===== src/sv/erf_pkg.sv =====
`timescale 1ns / 1ps
// ----------------------------------------------------------------------------
// erf_pkg
// shared types and constants of the event rule filter: stream field layout,
// function codes, rule word codes and the store control bundle
// ----------------------------------------------------------------------------
package erf_pkg;

   // function codes carried in req_tuser
   localparam logic FUNC_WRITE    = 1'b0;
   localparam logic FUNC_CLASSIFY = 1'b1;

   // word codes inside one rule (low four address bits)
   localparam logic [3:0] WORD_ENABLE = 4'd0;
   localparam logic [3:0] WORD_EVENT  = 4'd1;
   localparam logic [3:0] WORD_PROC   = 4'd2;
   localparam logic [3:0] WORD_THREAD = 4'd3;
   localparam logic [3:0] WORD_USER   = 4'd4;
   localparam logic [3:0] WORD_PLEN   = 4'd5;
   localparam logic [3:0] WORD_NLEN   = 4'd6;
   localparam int         WORD_PREFIX = 7;

   // bytes carried by a classify transaction
   localparam int PATH_IN_BYTES = 24;
   localparam int CMD_IN_BYTES  = 16;

   // root directory character
   localparam logic [7:0] ROOT_CHAR = 8'h2F;

   // request tdata layout, lowest bit first
   localparam int REQ_ADDR_LSB  = 0;
   localparam int REQ_WDATA_LSB = 9;
   localparam int REQ_EVT_LSB   = 73;
   localparam int REQ_PID_LSB   = 105;
   localparam int REQ_TID_LSB   = 137;
   localparam int REQ_UID_LSB   = 169;
   localparam int REQ_NLO_LSB   = 201;
   localparam int REQ_NHI_LSB   = 265;
   localparam int REQ_P0_LSB    = 329;
   localparam int REQ_P1_LSB    = 393;
   localparam int REQ_P2_LSB    = 457;
   localparam int REQ_DATA_W    = 528;
   localparam int RSP_DATA_W    = 8;

   // control from the sequencer to the rule store
   typedef struct packed {
      logic wr_en;
      logic rd_en;
   } store_ctl_type;

endpackage


===== src/sv/erf_rule_match.sv =====
`timescale 1ns / 1ps
// ----------------------------------------------------------------------------
// erf_rule_match
// compare unit shared by all rules: checks one rule row against the held
// event (ids with wildcards, command name and filename prefix)
// ----------------------------------------------------------------------------
module erf_rule_match #(
   parameter int PREFIX_BYTES = 24,
   parameter int NAME_BYTES   = 16,
   localparam int PW  = (PREFIX_BYTES + 7) / 8,
   localparam int NW  = (NAME_BYTES + 7) / 8,
   localparam int PLW = $clog2(PREFIX_BYTES + 1),
   localparam int NLW = $clog2(NAME_BYTES + 1)
) (
   input  logic             rule_en,
   input  logic [31:0]      rule_evt,
   input  logic [31:0]      rule_pid,
   input  logic [31:0]      rule_tid,
   input  logic [31:0]      rule_uid,
   input  logic [PLW-1:0]   rule_plen,
   input  logic [NLW-1:0]   rule_nlen,
   input  logic [PW*64-1:0] rule_pfx,
   input  logic [NW*64-1:0] rule_nam,
   input  logic [31:0]      ev_evt,
   input  logic [31:0]      ev_pid,
   input  logic [31:0]      ev_tid,
   input  logic [31:0]      ev_uid,
   input  logic [127:0]     ev_name,
   input  logic [191:0]     ev_path,
   output logic             hit
);
   import erf_pkg::*;

   logic [PREFIX_BYTES-1:0] pfx_byte_ok;
   logic [NAME_BYTES-1:0]   nam_byte_ok;
   logic                    ids_ok, pfx_ok, nam_ok;

   // per-byte filename prefix compare, bytes past the carried path read zero
   for (genvar i = 0; i < PREFIX_BYTES; i++) begin : g_pfx
      logic [7:0] ev_b;
      logic [7:0] ru_b;
      if (i < PATH_IN_BYTES) begin : g_in
         assign ev_b = ev_path[8*i +: 8];
      end else begin : g_zero
         assign ev_b = 8'd0;
      end
      assign ru_b = rule_pfx[8*i +: 8];
      assign pfx_byte_ok[i] = (PLW'(i) >= rule_plen) || ((ev_b == ru_b) && (ev_b != 8'd0));
   end

   // per-byte command name compare
   for (genvar i = 0; i < NAME_BYTES; i++) begin : g_nam
      logic [7:0] ev_b;
      logic [7:0] ru_b;
      if (i < CMD_IN_BYTES) begin : g_in
         assign ev_b = ev_name[8*i +: 8];
      end else begin : g_zero
         assign ev_b = 8'd0;
      end
      assign ru_b = rule_nam[8*i +: 8];
      assign nam_byte_ok[i] = (NLW'(i) >= rule_nlen) || ((ev_b == ru_b) && (ev_b != 8'd0));
   end

   // combine; an empty filename matches only an empty prefix or the lone root prefix
   always_comb begin
      ids_ok = ((rule_evt == 32'd0) || (rule_evt == ev_evt)) &&
               ((rule_pid == 32'd0) || (rule_pid == ev_pid)) &&
               ((rule_tid == 32'd0) || (rule_tid == ev_tid)) &&
               ((rule_uid == 32'd0) || (rule_uid == ev_uid));
      nam_ok = &nam_byte_ok;
      if (rule_plen == '0) begin
         pfx_ok = 1'b1;
      end else if (ev_path[7:0] == 8'd0) begin
         pfx_ok = (rule_plen == PLW'(1)) && (rule_pfx[7:0] == ROOT_CHAR);
      end else begin
         pfx_ok = &pfx_byte_ok;
      end
      hit = rule_en && ids_ok && nam_ok && pfx_ok;
   end

endmodule


===== config.mk =====
export PLATFORM = sky130hd
export DESIGN_NAME = erf_rule_match
export DESIGN_NICKNAME = d
export VERILOG_FILES = /design/src/sv/erf_pkg.sv /design/src/sv/erf_rule_match.sv
export SDC_FILE = /design/constraint.sdc
export NUM_CORES = 1
export LEC_CHECK = 0
export ABC_AREA = 0
export ABC_CLOCK_PERIOD_IN_PS = 4900
export BUFFER_PORTS_ARGS = -buffer_cell sky130_fd_sc_hd__clkbuf_2
export CELL_PAD_IN_SITES_DETAIL_PLACEMENT = 1
export CELL_PAD_IN_SITES_GLOBAL_PLACEMENT = 2
export CORE_AREA = 10 10 349 351
export DETAILED_ROUTE_END_ITERATION = 10
export DIE_AREA = 0 0 359 361
export PLACE_DENSITY_LB_ADDON = 0.1
export REMOVE_ABC_BUFFERS = 1
export SLEW_MARGIN = 20
export SYNTH_ARGS = -nofsm -noshare
export SYNTH_HDL_FRONTEND = slang
export SYNTH_SLANG_ARGS = --single-unit

===== constraint.sdc =====
create_clock -name vclk -period 4.9
set_input_delay 1.47 -clock vclk [all_inputs]
set_output_delay 1.47 -clock vclk [all_outputs]
set_load 0.005 [all_outputs]

---- Yosys cells after proc, flatten, opt, wreduce, memory -nomap -nowiden ----
Index checks and enable logic that the tools add are counted.
word-level totals
  bits in registers ....................... 0
  bits of input ports ..................... 907
  output and inout port bits .............. 1
  word-level logic and storage cells ...... 227
operators by class
  $lt $le $gt $ge ......................... 40
  equal/unequal tests ..................... 46
  multiplexer cells ....................... 2
  reductions and logical operators ........ 139
operators with widths
  kind                  number
  $eq A8 B8 Y1          40
  $reduce_bool A8 Y1    40
  $eq A32 B32 Y1        4
  $logic_not A32 Y1     4
  $ge A4 B5 Y1 const A  16
  $logic_and A1 B1 Y1   47
  $logic_or A1 B1 Y1    44
  $ge A3 B5 Y1 const A  8
  $ge A5 B5 Y1 const A  8
  $reduce_and A24 Y1    1
  $ge A1 B5 Y1 const A  4
  $ge A2 B5 Y1 const A  4
  $reduce_and A16 Y1    1
  $eq A8 B6 Y1 const B  1
  $logic_not A8 Y1      1
  $eq A5 B1 Y1 const B  1
  $logic_not A5 Y1      1
  $mux W1               2

---- Depth between registers and ports, before layout ----
  word-level depth ........................ 8
  gate-level depth with buffers ........... 9
  gate-level depth less buffers ........... 8

---- Least setup slack after synthesis ----
Ideal clock, no wire load.
  path kind ............................... in2out
  start ................................... in rule_pfx[21]
  end ..................................... out hit
  arrival ................................. 3.102 ns
  required time ........................... 3.430 ns
  setup slack ............................. 0.328 ns
  stages on the path ...................... 8
  buffers on the path ..................... 0
  path through ............................ xnor2_1 > nand2_1 > or4b_1 > nor2b_1 > a31o_1 > a2111oi_2 > nand4_1 > a221oi_2
between the ends
  longest elaborated chain between the ends .. 7
RTL lines
  item                 line                  source
  from (decl)          erf_rule_match.sv:22  input logic [PW*64-1:0] rule_pfx,
  $eq A8 B8 Y1         erf_rule_match.sv:48  assign pfx_byte_ok[i] = (PLW'(i) >= rule_plen) || ((ev_b == ru_b) && (ev_b != 8'd0));
  $logic_and A1 B1 Y1  erf_rule_match.sv:48
  $logic_or A1 B1 Y1   erf_rule_match.sv:48
  $reduce_and A24 Y1   erf_rule_match.sv:76  pfx_ok = &pfx_byte_ok;
  $mux W1              erf_rule_match.sv:73  end else if (ev_path[7:0] == 8'd0) begin
  $mux W1              erf_rule_match.sv:71  if (rule_plen == '0) begin
  $logic_and A1 B1 Y1  erf_rule_match.sv:78  hit = rule_en && ids_ok && nam_ok && pfx_ok;
  to (decl)            erf_rule_match.sv:30  output logic hit
No other way between the ends.

---- Final worst setup path ----
  start ................................... in rule_evt[15]
  end ..................................... out hit
between the ends
  longest elaborated chain between the ends .. 8
  elaborated cells on any way between the ends .. 9
  those cells by class .................... eq/ne (1); reduce/logical (8)
RTL lines
  item                                                        line                  source
  from (decl)                                                 erf_rule_match.sv:16  input logic [31:0] rule_evt,
  $eq A32 B32 Y1 / $logic_not A32 Y1 (equally long branches)  erf_rule_match.sv:66  ids_ok = ((rule_evt == 32'd0) || (rule_evt == ev_evt)) &&
  $logic_or A1 B1 Y1 *                                        erf_rule_match.sv:66
  $logic_and A1 B1 Y1 *                                       erf_rule_match.sv:66
  $logic_and A1 B1 Y1 *                                       erf_rule_match.sv:67  ((rule_pid == 32'd0) || (rule_pid == ev_pid)) &&
  $logic_and A1 B1 Y1 *                                       erf_rule_match.sv:68  ((rule_tid == 32'd0) || (rule_tid == ev_tid)) &&
  $logic_and A1 B1 Y1 * (3 in a row)                          erf_rule_match.sv:78
Every way passes the cells marked *; elsewhere a longest branch is shown, timed or not.

==> impl_metrics.csv <==
group,metric,value,unit
status,status,"finished, violations left",
status,violations,"setup timing",
finish,regArea,0,um2
sta,rsz0062_at_grt,"yes",
finish,fin_area,0.0150,mm2
sta,finalHoldViolCount,0,
placement,dp.cells,3559,
floorplan,core,0.115,mm2
synth,synth_cells,879,
setup_path,critPathKind,"input port to primary output",
power,finalPower,0.00109,W
setup_path,required,3430,ps
placement,dp_hpwl,79.7,mm
sta,setup_viol,1,
sta,min_period_over_period,1.11,
finish,nClkBuffers,0,
clocking,cts_setup_buffers,0,
placement,port_buffers,908,
finish,area_growth,131,%
global_routing,antenna_found_initial,41,
setup_path,cp.arrival,3960,ps
setup_path,cp_top_family,"buffers and inverters",
finish,nNetsFinal,2944,
drt,ant_nets,0,
global_routing,grt_pass1_vias,13500,
power,leakage,7.11,nW
floorplan,dieArea,0.130,mm2
synth,synth_cell_types,46,
sta,fmaxAchievable,184,MHz
drt,routed_wl,81.2,mm
sta,drv_slew,0,
drt,drcViolationCount,0,
floorplan,ios,908,
placement,placed_area,0.0148,mm2
drt,drt_iter0_drc,301,
floorplan,start_util,0.0563,
drt,wl_met3,6.01,mm
drt,drt-met1-wl,28.4,mm
placement,gp_congestion,0.820,
finish,finalNonFillerCells,3570,
finish,drive_gt1_frac,0.583,
sta,post-route-min-period,5430,ps
min_path,hold_class,"input port to primary output",
floorplan,die_w,359,um
finish,seq_cells,0,
floorplan,die_h,361,um
drt,num_vias,11400,
drt,first_pass_iters,5,
setup_path,path_buf_inv,6,
sta,worst_slack,-529,ps
setup_path,end_kind,"primary output",
setup_path,cp_max_fo,2,
clocking,ctsHoldBuffers,0,
synth,synth_largest_area_cell,"xor2_1",
drt,wl_per_cell,22.7,um
synth,yosys-top-cells-area,"xor2_1 43%, nor4_1 17%, xnor2_1 14%, nand4_1 4.4%, a21oi_1 2.6%",
setup_path,worstPathCellList,"clkbuf_2, xor2_1, nor4_1, buf_4, nand4_1, o22ai_1, buf_4, nand4_1, buf_4, nor2_1, buf_4, o2111ai_2, a221oi_2, buf_4",
synth,yosysSeqAreaShare,0,
synth,synth_top_area_share,0.431,
power,p_per_area,73.1,mW/mm2
drt,top_layer_used,"met5",
sta,tightestPinTransition,795,ps
global_routing,overflow,0,
drt,viasPerCell,3.20,
setup_path,worst_path_largest_cell_delay,430,ps
setup_path,start_kind,"input port",
synth,syn_area,0.00647,mm2
synth,yosysWarnings,0,
sta,holdWs,3460,ps
global_routing,grt_usage,0.117,
power,ir_drop,0.0280,mV
setup_path,critPathSlowestCell,"nor4_1",
sta,relSlewSlack,0.468,
global_routing,grt_pass1_wl,108,mm
global_routing,grt_max_degree,12,
drt,met2WireLength,45.8,mm
setup_path,crit_top_cell,"buf_4",
floorplan,rows,125,
job,cap_violations,0,
synth,synth_area_per_cell,7.37,um2
-- report_power, final --
| group | switching (W) | internal, W |
|---|---|---|
| Clock | 0 | 0.000000000303 |
| Combinational | 0.000505 | 0.000589 |
| Sequential | 0 | 0 |
-- what timing repair did --
action | 4_1_cts | 5_1_grt
resized for setup | 13 | 3
endpoints found under the setup margin | 1 | 1
pin swaps | 11 | 2
-- final cells by class --
cell class	instances	area [um2]
inverter	20	75.1
timing repair buffer	1166	6490
tap	1524	1910
multi-input combinational	849	6450
antenna	11	27.5
fill	14200	100000
-- cells by family (layout without fill, tap and decap cells) --
family	Yosys count	after routing	synth area share
other	0	11	0
AOI/OAI and AO/OA	116	116	0.123
buffers and inverters	30	1186	0.0180
xor gates and xnor gates	429	429	0.586
and+or+nand+nor	304	304	0.273
-- cell usage after synthesis, types with 2 or more instances --
cell	n
o22ai_1	5
inv_1	20
buf_2	3
nand2_1	24
o211ai_1	6
a211oi_1	10
clkbuf_1	7
xnor2_1	105
nand4_1	46
xor2_1	319
and3_1	2
nor2_1	18
nor4_1	172
o21ai_0	19
xnor2_2	5
a31oi_1	6
nor2b_1	2
nand3_1	7
a2111oi_2	3
nor3_1	24
o2111ai_1	12
a2111oi_0	5
or3_1	3
a211o_1	2
a21oi_1	33
-- per-stage QoR --
| step | TNS (ps) | utilization | setup slack, ps |
|---|---|---|---|
| floorplan | 0 | - | 328 |
| global placement | -1090 | 0.129 | -1090 |
| detailed placement | -1050 | 0.129 | -1050 |
| CTS | -688 | 0.130 | -688 |
| global route | -808 | 0.130 | -808 |
| finish | -529 | 0.130 | -529 |
-- layout by cell type (no fill, tap or decap), drive strengths merged, types with 2 or more instances in the layout --
master,n
clkbuf,907
nor4,172
nand3,7
o21ai,20
buf,259
a211oi,11
a2111oi,8
nor2b,2
a211o,2
or3,3
o211ai,6
o22ai,5
a31oi,6
o2111ai,12
nand4,46
xor2,319
a31o,2
inv,20
xnor2,110
nor3,24
diode,11
and3,2
nor2,18
a21oi,33
nand2,24
-- metal layers --
| metal | GRT usage | vias up |
|---|---|---|
| met5 | 0 | - |
| met3 | 0.0422 | 70 |
| met1 | 0.114 | 5281 |
| met4 | 0.0124 | 50 |
| li1 | - | 5631 |
| met2 | 0.237 | 402 |
-- path summary, 6_finish.rpt --
kind,start,cells after the start,endpoint
min,rule_en,6,hit
max,rule_evt[15],14,hit
Power figures use the tool's default switching activity.
